[config.mk]
export PLATFORM = sky130hd
export DESIGN_NAME = accel_sample_health_monitor
export DESIGN_NICKNAME = d
export VERILOG_FILES = /design/src/rtl/ashm_pkg.sv /design/src/rtl/ashm_axis_lane.sv /design/src/rtl/ashm_reg_check.sv /design/src/rtl/accel_sample_health_monitor.sv
export VERILOG_INCLUDE_DIRS = /design/src /design/src/rtl
export SDC_FILE = /design/constraint.sdc
export NUM_CORES = 1
export LEC_CHECK = 0
export ABC_AREA = 1
export ABC_CLOCK_PERIOD_IN_PS = 4600
export BUFFER_PORTS_ARGS = -buffer_cell sky130_fd_sc_hd__buf_4
export CAP_MARGIN = 20
export CORE_ASPECT_RATIO = 0.9
export CORE_MARGIN = 4
export CORE_UTILIZATION = 41
export DETAILED_ROUTE_END_ITERATION = 7
export GPL_TIMING_DRIVEN = 0
export HOLD_SLACK_MARGIN = 0.02
export PLACE_DENSITY = 0.65
export SETUP_SLACK_MARGIN = 0.5
export SLEW_MARGIN = 20
export SYNTH_ARGS = -nofsm -noshare
export SYNTH_HDL_FRONTEND = slang
export SYNTH_HIERARCHICAL = 1
export SYNTH_SLANG_ARGS = --single-unit
[constraint.sdc]
create_clock -name clk -period 4.6 [get_ports clk]
set_input_delay 0.23 -clock clk [delete_from_list [all_inputs] [get_ports clk]]
set_output_delay 0.23 -clock clk [all_outputs]
set_load 0.01 [all_outputs]
[src/rtl/accel_sample_health_monitor_macros.svh]
// Assertion macros used by the health monitor top level.
`ifndef ACCEL_SAMPLE_HEALTH_MONITOR_MACROS_SVH
`define ACCEL_SAMPLE_HEALTH_MONITOR_MACROS_SVH

`ifndef SYNTHESIS
// Check a property on every clock edge outside reset.
`define ASHM_ASSERT(label, clk, rst, prop) \
  label: assert property (@(posedge clk) disable iff (rst) prop) \
    else $error("health monitor assertion failed");
// Check a property on every clock edge, reset included.
`define ASHM_ASSERT_ALWAYS(label, clk, prop) \
  label: assert property (@(posedge clk) prop) \
    else $error("health monitor assertion failed");
`else
`define ASHM_ASSERT(label, clk, rst, prop)
`define ASHM_ASSERT_ALWAYS(label, clk, prop)
`endif

`endif

[src/rtl/ashm_pkg.sv]
// Shared types and constants of the accel sample health monitor.
package ashm_pkg;

  localparam int SLOT_W        = 3;
  localparam int NUM_CFG       = 8;
  localparam int CFG_W         = 8;
  localparam int NUM_SLOTS_DEF = 8;
  localparam int WAIT_W        = 5;
  localparam int RUN_W         = 7;
  localparam int AXIS_W        = 16;
  localparam int NUM_AXES      = 3;
  localparam int TOTAL_W       = 32;
  localparam int NEW_XYZ_BIT   = 3;

  localparam logic [WAIT_W-1:0] WAIT_TICKS    = WAIT_W'(20);
  localparam logic [RUN_W-1:0]  STUCK_LIMIT   = RUN_W'(100);
  localparam logic [SLOT_W-1:0] IDENTITY_SLOT = '0;

  localparam logic [CFG_W-1:0] EXPECTED_RESET [NUM_CFG] = '{
    8'd73, 8'd159, 8'd224, 8'd4, 8'd4, 8'd244, 8'd0, 8'd0
  };

  typedef enum logic [1:0] {
    ST_PUBLISH = 2'd0,
    ST_WAIT    = 2'd1,
    ST_NO_DATA = 2'd2,
    ST_STUCK   = 2'd3
  } sample_status_t;

  // Register check outcome for the item at the input.
  typedef struct packed {
    logic                mismatch;
    logic                wait_active;
    logic                rewrite_request;
    logic [SLOT_W-1:0]   rewrite_slot;
    logic [CFG_W-1:0]    rewrite_value;
    logic [SLOT_W-1:0]   next_slot;
  } chk_t;

endpackage

[src/rtl/ashm_axis_lane.sv]
// One axis lane: holds the last published sample and compares the new one.
module ashm_axis_lane
  import ashm_pkg::*;
(
  input  logic                     clk,
  input  logic                     rst,
  input  logic signed [AXIS_W-1:0] sample,
  input  logic                     load,
  output logic                     match
);

  logic signed [AXIS_W-1:0] last_sample;

  assign match = (sample == last_sample);

  always_ff @(posedge clk) begin
    if (rst) begin
      last_sample <= '0;
    end else if (load) begin
      last_sample <= sample;
    end
  end

endmodule

[src/rtl/ashm_reg_check.sv]
// Round-robin register check, expected values and recovery wait.
module ashm_reg_check
  import ashm_pkg::*;
#(
  parameter int NUM_SLOTS = NUM_SLOTS_DEF
) (
  input  logic              clk,
  input  logic              rst,
  input  logic              cfg_we,
  input  logic [SLOT_W-1:0] cfg_index,
  input  logic [CFG_W-1:0]  cfg_data,
  input  logic [CFG_W-1:0]  reg_readback,
  input  logic              advance,
  output chk_t              chk
);

  logic [CFG_W-1:0]  expected [NUM_CFG];
  logic [SLOT_W-1:0] check_slot;
  logic [WAIT_W-1:0] recovery_wait;
  logic [CFG_W-1:0]  exp_sel;
  logic [WAIT_W-1:0] wait_cur;
  logic [SLOT_W:0]   slot_inc;
  logic              mismatch;

  assign exp_sel  = expected[check_slot];
  assign slot_inc = {1'b0, check_slot} + (SLOT_W+1)'(1);
  assign mismatch = (reg_readback != exp_sel);
  assign wait_cur = mismatch ? WAIT_TICKS : recovery_wait;

  always_comb begin
    chk.mismatch        = mismatch;
    chk.wait_active     = (wait_cur != '0);
    chk.rewrite_request = mismatch && (check_slot != IDENTITY_SLOT);
    chk.rewrite_slot    = chk.rewrite_request ? check_slot : '0;
    chk.rewrite_value   = chk.rewrite_request ? exp_sel : '0;
    chk.next_slot       = (slot_inc >= (SLOT_W+1)'(NUM_SLOTS)) ? '0 : slot_inc[SLOT_W-1:0];
  end

  always_ff @(posedge clk) begin
    if (rst) begin
      for (int i = 0; i < NUM_CFG; i++) begin
        expected[i] <= EXPECTED_RESET[i];
      end
    end else if (cfg_we) begin
      expected[cfg_index] <= cfg_data;
    end
  end

  always_ff @(posedge clk) begin
    if (rst) begin
      check_slot    <= '0;
      recovery_wait <= '0;
    end else if (advance) begin
      check_slot    <= chk.next_slot;
      recovery_wait <= chk.wait_active ? wait_cur - WAIT_W'(1) : '0;
    end
  end

endmodule

[src/rtl/accel_sample_health_monitor.sv]
// Top level of the accel sample health monitor: lanes, merge and result register.
//
//  channel  | handshake            | payload
//  ---------+----------------------+----------------------------------------------
//  in       | in_valid / in_stall  | reg_readback, accel_status, accel_x/y/z
//  out      | out_valid / out_stall| sample_status, out_x/y/z, error_total, rewrite_*,
//           |                      | next_slot
//  cfg      | cfg_we               | cfg_index, cfg_data (expected register values)
//
// One item per cycle sustained while out_stall is low. A result appears in the output
// register in the cycle after its item is accepted; the single compare/count stage sets that.
// in_stall is high only while the output register holds a result that is stalled.
// rst is synchronous: it clears slot, wait, run count, last samples and error total,
// and loads the expected register values with their defaults.
`include "accel_sample_health_monitor_macros.svh"

module accel_sample_health_monitor
  import ashm_pkg::*;
#(
  parameter int NUM_SLOTS = NUM_SLOTS_DEF
) (
  input  logic                      clk,
  input  logic                      rst,
  // configuration
  input  logic                      cfg_we,
  input  logic [SLOT_W-1:0]         cfg_index,
  input  logic [CFG_W-1:0]          cfg_data,
  // input channel
  input  logic                      in_valid,
  output logic                      in_stall,
  input  logic [CFG_W-1:0]          reg_readback,
  input  logic [7:0]                accel_status,
  input  logic signed [AXIS_W-1:0]  accel_x,
  input  logic signed [AXIS_W-1:0]  accel_y,
  input  logic signed [AXIS_W-1:0]  accel_z,
  // output channel
  output logic                      out_valid,
  input  logic                      out_stall,
  output logic [1:0]                sample_status,
  output logic signed [AXIS_W-1:0]  out_x,
  output logic signed [AXIS_W-1:0]  out_y,
  output logic signed [AXIS_W-1:0]  out_z,
  output logic [TOTAL_W-1:0]        error_total,
  output logic                      rewrite_request,
  output logic [SLOT_W-1:0]         rewrite_slot,
  output logic [CFG_W-1:0]          rewrite_value,
  output logic [SLOT_W-1:0]         next_slot
);

  logic                     accept;
  chk_t                     chk;
  logic signed [AXIS_W-1:0] axis_in [NUM_AXES];
  logic [NUM_AXES-1:0]      lane_match;
  logic                     lane_load;

  logic [RUN_W-1:0]         run_count;
  logic [RUN_W-1:0]         run_inc;
  logic                     new_data;
  logic                     stuck;
  logic                     sample_path;
  logic                     error_event;
  logic [TOTAL_W-1:0]       total_acc;
  logic [TOTAL_W-1:0]       total_next;
  sample_status_t           status_next;

  // Hold the input while a finished result sits stalled in the output register.
  assign in_stall = out_valid && out_stall;
  assign accept   = in_valid && !in_stall;

  ashm_reg_check #(
    .NUM_SLOTS (NUM_SLOTS)
  ) u_reg_check (
    .clk          (clk),
    .rst          (rst),
    .cfg_we       (cfg_we),
    .cfg_index    (cfg_index),
    .cfg_data     (cfg_data),
    .reg_readback (reg_readback),
    .advance      (accept),
    .chk          (chk)
  );

  // Axis lanes: each compares its axis against the last published sample.
  assign axis_in[0] = accel_x;
  assign axis_in[1] = accel_y;
  assign axis_in[2] = accel_z;

  for (genvar g = 0; g < NUM_AXES; g++) begin : g_lane
    ashm_axis_lane u_lane (
      .clk    (clk),
      .rst    (rst),
      .sample (axis_in[g]),
      .load   (lane_load),
      .match  (lane_match[g])
    );
  end

  // Merge: the sample repeats only if every lane matched.
  assign new_data    = accel_status[NEW_XYZ_BIT];
  assign sample_path = !chk.wait_active && new_data;
  assign run_inc     = (&lane_match) ? run_count + RUN_W'(1) : '0;
  assign stuck       = (run_inc > STUCK_LIMIT);
  assign lane_load   = accept && sample_path && !stuck;

  // Register errors and stuck faults never coincide: a mismatch forces the wait.
  assign error_event = chk.mismatch || (sample_path && stuck);
  assign total_next  = (error_event && (total_acc != '1)) ? total_acc + TOTAL_W'(1)
                                                         : total_acc;

  always_comb begin
    if (chk.wait_active) begin
      status_next = ST_WAIT;
    end else if (!new_data) begin
      status_next = ST_NO_DATA;
    end else if (stuck) begin
      status_next = ST_STUCK;
    end else begin
      status_next = ST_PUBLISH;
    end
  end

  always_ff @(posedge clk) begin
    if (rst) begin
      run_count <= '0;
      total_acc <= '0;
    end else if (accept) begin
      total_acc <= total_next;
      if (sample_path) begin
        run_count <= stuck ? '0 : run_inc;
      end
    end
  end

  // Result register: advance on accept, drop the valid once the result is taken.
  always_ff @(posedge clk) begin
    if (rst) begin
      out_valid <= 1'b0;
    end else if (accept) begin
      out_valid <= 1'b1;
    end else if (!out_stall) begin
      out_valid <= 1'b0;
    end
  end

  always_ff @(posedge clk) begin
    if (accept) begin
      sample_status   <= status_next;
      out_x           <= (status_next == ST_PUBLISH) ? accel_x : '0;
      out_y           <= (status_next == ST_PUBLISH) ? accel_y : '0;
      out_z           <= (status_next == ST_PUBLISH) ? accel_z : '0;
      error_total     <= total_next;
      rewrite_request <= chk.rewrite_request;
      rewrite_slot    <= chk.rewrite_slot;
      rewrite_value   <= chk.rewrite_value;
      next_slot       <= chk.next_slot;
    end
  end

  // A rewrite comes only from a register error, which always starts the wait.
  `ASHM_ASSERT(a_rewrite_in_wait, clk, rst,
               out_valid && rewrite_request |-> sample_status == ST_WAIT)
  // Unpublished results carry a zero sample.
  `ASHM_ASSERT(a_unpublished_zero, clk, rst,
               out_valid && sample_status != ST_PUBLISH |-> (out_x | out_y | out_z) == '0)
  // The run count is cleared before it can pass the stuck limit.
  `ASHM_ASSERT_ALWAYS(a_run_bounded, clk, rst || (run_count <= STUCK_LIMIT))
  // An output slot never points past the last checked slot.
  `ASHM_ASSERT(a_slot_range, clk, rst, out_valid |-> 32'(next_slot) < NUM_SLOTS)

endmodule
Word-level counts from Yosys, hierarchy flattened
Memory sizes are Yosys's and may differ from the RTL's. A register that Yosys moved wholly into a read port is not among the register bits.
Index checks and enable logic that the tools add are counted.
{ "classes": {"shifts": 0, "n_mux": 21, "addsub": 4, "multipliers": 0, "n_eq_ne": 6, "n_lt_le_gt_ge": 2, "bitwise_logic": 0, "div_mod_pow": 0, "n_reduce_logical": 18} }
{ "op_table": {"columns": ["operator", "n"], "rows": [
  ["$eq 16x16->1", 3],
  ["$add 32x1->32 const B", 1],
  ["$mux 32", 1],
  ["$ne 32x32->1 const B", 1],
  ["$mux 7", 2],
  ["$mux 3", 4],
  ["$mux 5", 2],
  ["$logic_and 1x1->1", 8],
  ["$mux 1", 8],
  ["$mux 8", 1],
  ["$ne 8x8->1", 1],
  ["$reduce_or 8->1", 1],
  ["$add 7x1->7 const B", 1],
  ["$gt 7x7->1 const B", 1],
  ["$mux 2", 3],
  ["$reduce_bool 5->1", 1],
  ["$sub 5x1->5 const B", 1],
  ["$add 3x1->4 const B", 1],
  ["$ge 4x4->1 const B", 1],
  ["$logic_not 1->1", 3],
  ["$reduce_and 3->1", 1],
  ["$reduce_bool 3->1", 1],
  ["$logic_not 2->1", 1],
  ["$ne 2x1->1 const B", 1],
  ["other kinds (2)", 2]
]} }
{ "totals": {"word_cells": 69, "mem_bits_ro": 0, "n_memories": 1, "reg_bits": 193, "latch_bits": 0, "input_bits": 80, "ramBits": 64} }
{ "memory_table": {"columns": ["name", "words", "width", "rd", "rd_clocked_by_memory_dff", "write_ports", "line", "source"], "rows": [
  ["u_reg_check.expected", 8, 8, 1, 1, 8, "ashm_reg_check.sv:17", "logic [CFG_W-1:0] expected [NUM_CFG];"]
]} }

Logic depth before layout (Yosys ltp)
{ "logic_depth": {"ltp_word": 9, "depth_mapped": 26, "depth_no_buf": 24} }

Modules after synthesis
Netlist, hierarchy kept.
{ "by_module_without_submodules": {"columns": ["mod", "cells_each", "n_inst", "seq_area_each_um2", "area_per_inst_um2"], "rows": [
  ["accel_sample_health_monitor", 771, 1, 3713.6, 6465.0],
  ["ashm_reg_check", 526, 1, 2142.1, 4120.2],
  ["ashm_axis_lane", 116, 3, 320.3, 800.8]
]} }

Worst setup path before layout
OpenSTA, ideal clock, no wires.
{ "synth_path": {"path_kind": "register to register", "start": "register out_valid", "end": "register with a tool-made name", "slack_ns": -0.208, "required_time_ns": 4.451, "t_arrival_ns": 4.659, "setup_ns": 0.149, "stages_incl_launch_ff": 8, "cell_sequence": "dfxtp_1 > nand2_1 > inv_1 > nor2_1 > clkbuf_1 > inv_1 > o21ai_0 > a21oi_1"} }
{ "synth_rtl": {"columns": ["element", "line", "source"], "rows": [
  ["from (decl)", "accel_sample_health_monitor.sv:37", "output logic out_valid,"],
  ["from (signal assigned)", "accel_sample_health_monitor.sv:137", "out_valid <= 1'b0;"],
  ["from (signal assigned)", "accel_sample_health_monitor.sv:139", "out_valid <= 1'b1;"],
  ["from (signal assigned)", "accel_sample_health_monitor.sv:141", "out_valid <= 1'b0;"]
]} }

==> impl_metrics.env <==
export IMPL_status="completed"
export IMPL_rows=61
export IMPL_cts_sinks=260
export IMPL_setup_tns_ns=0
export IMPL_antenna_found_initial=0
export IMPL_place_congestion=0.9190
export IMPL_fin_crit_ns=3.705
export IMPL_yosysSeqAreaShare_pct=52.49
export IMPL_cts_tree="yes"
export IMPL_finalHoldViolCount=0
export IMPL_drc=0
export IMPL_slew_violations=0
export IMPL_leakage_uw=0.007401
export IMPL_grt_use_total_pct=18.51
export IMPL_rsz0062_at_grt="false"
export IMPL_p_clk_share_pct=39.1
export IMPL_power_frac_comb_pct=12.8
export IMPL_yosys_warnings=6
export IMPL_switching_power_uw=1389
export IMPL_htree_levels=1
export IMPL_hp_class="input port to flop"
export IMPL_synthesis_area_um2=12990
export IMPL_peakVddDrop_mv=0.2492
export IMPL_die_area_um2=34590
export IMPL_r2r_end="g_lane[2].u_lane/last_sample[14]"
export IMPL_routed_via_count=10968
export IMPL_areaGrowthSynthToFinish_pct=25.29
export IMPL_io_pins=179
export IMPL_setup_violations=0
export IMPL_diodes=0
export IMPL_synthArstFlopShare_pct=0
export IMPL_slew_limit_headroom_pct=45.22
export IMPL_start_kind="flop"
export IMPL_tightest_slew_ns=0.8187
export IMPL_wirelength_um=32900
export IMPL_drtIter0Drc=691
export IMPL_syn_nets=1731
export IMPL_root_buffer="clkbuf_16"
export IMPL_clkLatencyLatePin_ns=0.54
export IMPL_syn_avg_cell_area_um2=7.895
export IMPL_grt_pass1_wl_um=52960
export IMPL_hold_ws_ns=0.09786
export IMPL_cpMostUsedCell="nand2_1"
export IMPL_place_ws_ns=0.5993
export IMPL_ys_seq_elements=260
export IMPL_ctsLongestPathBuffers=3
export IMPL_slowest_stage="dfxtp_1"
export IMPL_max_stage_delay_ns=0.33
export IMPL_cellPowerDensity_nw_per_um2=341.5
export IMPL_die_h_um=176.8
export IMPL_p_int_uw=4169
export IMPL_critPathMaxFanout=10
export IMPL_critPathCapture="g_lane[2].u_lane/last_sample[14]"
export IMPL_layout_drive_gt1_share_pct=15.18
export IMPL_fin_crit_sh_pct=80.55
export IMPL_finalClockSkew_ns=0.01173
export IMPL_cp_end_kind="flop"
export IMPL_dr_pass1_iters=5
export IMPL_dpl_hpwl_um=23800
export IMPL_synth_cells=1645
export IMPL_num_nets_final=1988
export IMPL_cts_clk_slew_worst_paths_ns=0.06
export IMPL_cts_buffers=29
export IMPL_r2r_setup_slack_ns=0.89
export IMPL_r2r_cells=26
export IMPL_wl_per_cell_um=14.10
export IMPL_fmax_mhz=269.9
export IMPL_synthFlopType="edfxtp_1"
export IMPL_die_w_um=195.6
export IMPL_arrival_ns=4.17
export IMPL_synth_edf_count=161
export IMPL_switching_share_pct=24.99
export IMPL_power_frac_seq_pct=48.1
export IMPL_grt_max_degree=78
export IMPL_grt_ovfl_total=0
export IMPL_cap_violations=0
export IMPL_path_class="flop to flop"
export IMPL_ant_nets=0
export IMPL_core_um2=31060
export IMPL_first_global_vias=10294
export IMPL_synth_distinct_cells=35
export IMPL_routed_via_density=4.701
export IMPL_fin_ws_ns=0.8948
export IMPL_initial_utilization_pct=41.81
export IMPL_io_buffers=171
export IMPL_final_fill_count=2882
export IMPL_worstPathRequired_ns=5.07
cell usage after synthesis (6+ instances only):
| cell type | n | area, um^2 |
|---|---|---|
| nand2_1 | 514 | 1929 |
| inv_1 | 254 | 953.4 |
| nor2_1 | 220 | 825.8 |
| edfxtp_1 | 161 | 4835 |
| nand3_1 | 139 | 695.7 |
| dfxtp_1 | 99 | 1982 |
| a21oi_1 | 74 | 370.4 |
| xnor2_1 | 33 | 289.0 |
| xor2_1 | 18 | 157.7 |
| buf_2 | 16 | 80.08 |
| a211oi_1 | 15 | 112.6 |
| clkbuf_1 | 13 | 48.80 |
| nor3_1 | 11 | 55.05 |
| buf_6 | 10 | 112.6 |
| nand3_2 | 10 | 100.1 |
| buf_4 | 9 | 67.56 |
| nand2_2 | 9 | 56.30 |
| ha_1 | 6 | 75.07 |
worst max-delay path: cells and delay by family, from the launching register on:
| kind | cells | cell delay (ns) |
|---|---|---|
| AND/OR/NAND/NOR | 16 | 1.97 |
| buffers and inverters | 8 | 1.02 |
| flip-flops | 1 | 0.33 |
| adder cells (fa/ha/maj) | 1 | 0.21 |
| AO/OA/AOI/OAI | 1 | 0.11 |
per-layer routing:
layer  global-route usage [%]  wire [um]
met5                        0          0
met4                    4.188        676
met3                    2.779       2268
met2                    29.09      14390
met1                    27.22      15560
layout make-up:
type | count | area (um^2) | area share (%)
clock inverters | 18 | 151.4 | 0.9304
multi-input cells | 1074 | 4863 | 29.89
well taps | 409 | 511.7 | 3.145
clock buffers | 35 | 748.2 | 4.598
inverters | 260 | 987.2 | 6.067
plain buffers | 51 | 334.1 | 2.053
repair buffers | 226 | 1859 | 11.43
flip-flops and latches | 260 | 6817 | 41.89
cells in the final DEF, fill, tap and decap left out, drive strengths merged, types with 11 or more instances in the layout:
cell,Yosys,layout
a21oi,74,74
dlygate4sd3,0,52
dfxtp,99,99
nand2,524,524
inv,259,259
nand3,149,149
xnor2,33,33
nor2,226,226
xor2,18,18
a211oi,15,15
edfxtp,161,161
clkbuf,16,51
clkinv,1,13
nor3,11,11
buf,35,209
power by group through the flow:
stage / logic, uW / clock network, uW / registers, uW
2_1_floorplan: 368 / 0 / 2740
3_3_place_gp: 663 / 0 / 2720
3_5_place_dp: 675 / 0 / 2720
4_1_cts: 715 / 2250 / 2670
5_1_grt: 796 / 2360 / 2680
6_report: 712 / 2170 / 2670
flip-flops by register name, indices dropped and copies added (netlist names), named ones only:
name,flops
error_total,32
g_lane.u_lane/last_sample,48
next_slot,3
out_valid,1
out_x,16
out_y,16
out_z,16
rewrite_request,1
rewrite_slot,3
rewrite_value,8
run_count,7
sample_status,2
total_acc,32
u_reg_check/check_slot,3
u_reg_check/expected,64
u_reg_check/recovery_wait,5
cell families after synthesis:
logic type | Yosys count | share of synthesized area, %
simple gates | 919 | 29.22
buf+inv | 311 | 10.07
flops | 260 | 52.49
compound gates | 98 | 4.210
xor+xnor | 51 | 3.439
fa+ha+maj | 6 | 0.5780
how the worst min path moves through the flow:
stage                                            endpoint  cells after the start  slack [ns]                            start
after CTS                      u_reg_check/expected[3][2]                      5        0.07                     cfg_index[2]
after floorplan              u_reg_check/recovery_wait[0]                      1        0.30                              rst
after detailed placement  g_lane[2].u_lane/last_sample[2]                      2        0.46  g_lane[2].u_lane/last_sample[2]
after global placement    g_lane[0].u_lane/last_sample[0]                      2        0.46  g_lane[0].u_lane/last_sample[0]
final                          u_reg_check/expected[3][2]                      5         0.1                     cfg_index[2]
after global routing           u_reg_check/expected[4][2]                      5        0.11                     cfg_index[1]
stage by stage:
step	util (%)	power, uW	area (um^2)	cells
after CTS	52.28	5638	16240	2331
after global routing	52.38	5839	16270	2333
final	52.38	5558	16270	2333
after detailed placement	47.71	3395	14820	2226
after floorplan	-	3106	12990	1645
after global placement	47.59	3384	14780	2225
repair_timing:
item	in CTS	in global routing
buffers inserted	0	2
setup endpoints to repair	0	52
hold buffers	52	0
resized for setup	0	1
hold endpoints to repair	97	0
No activity file was read; power rests on OpenSTA's default activity.
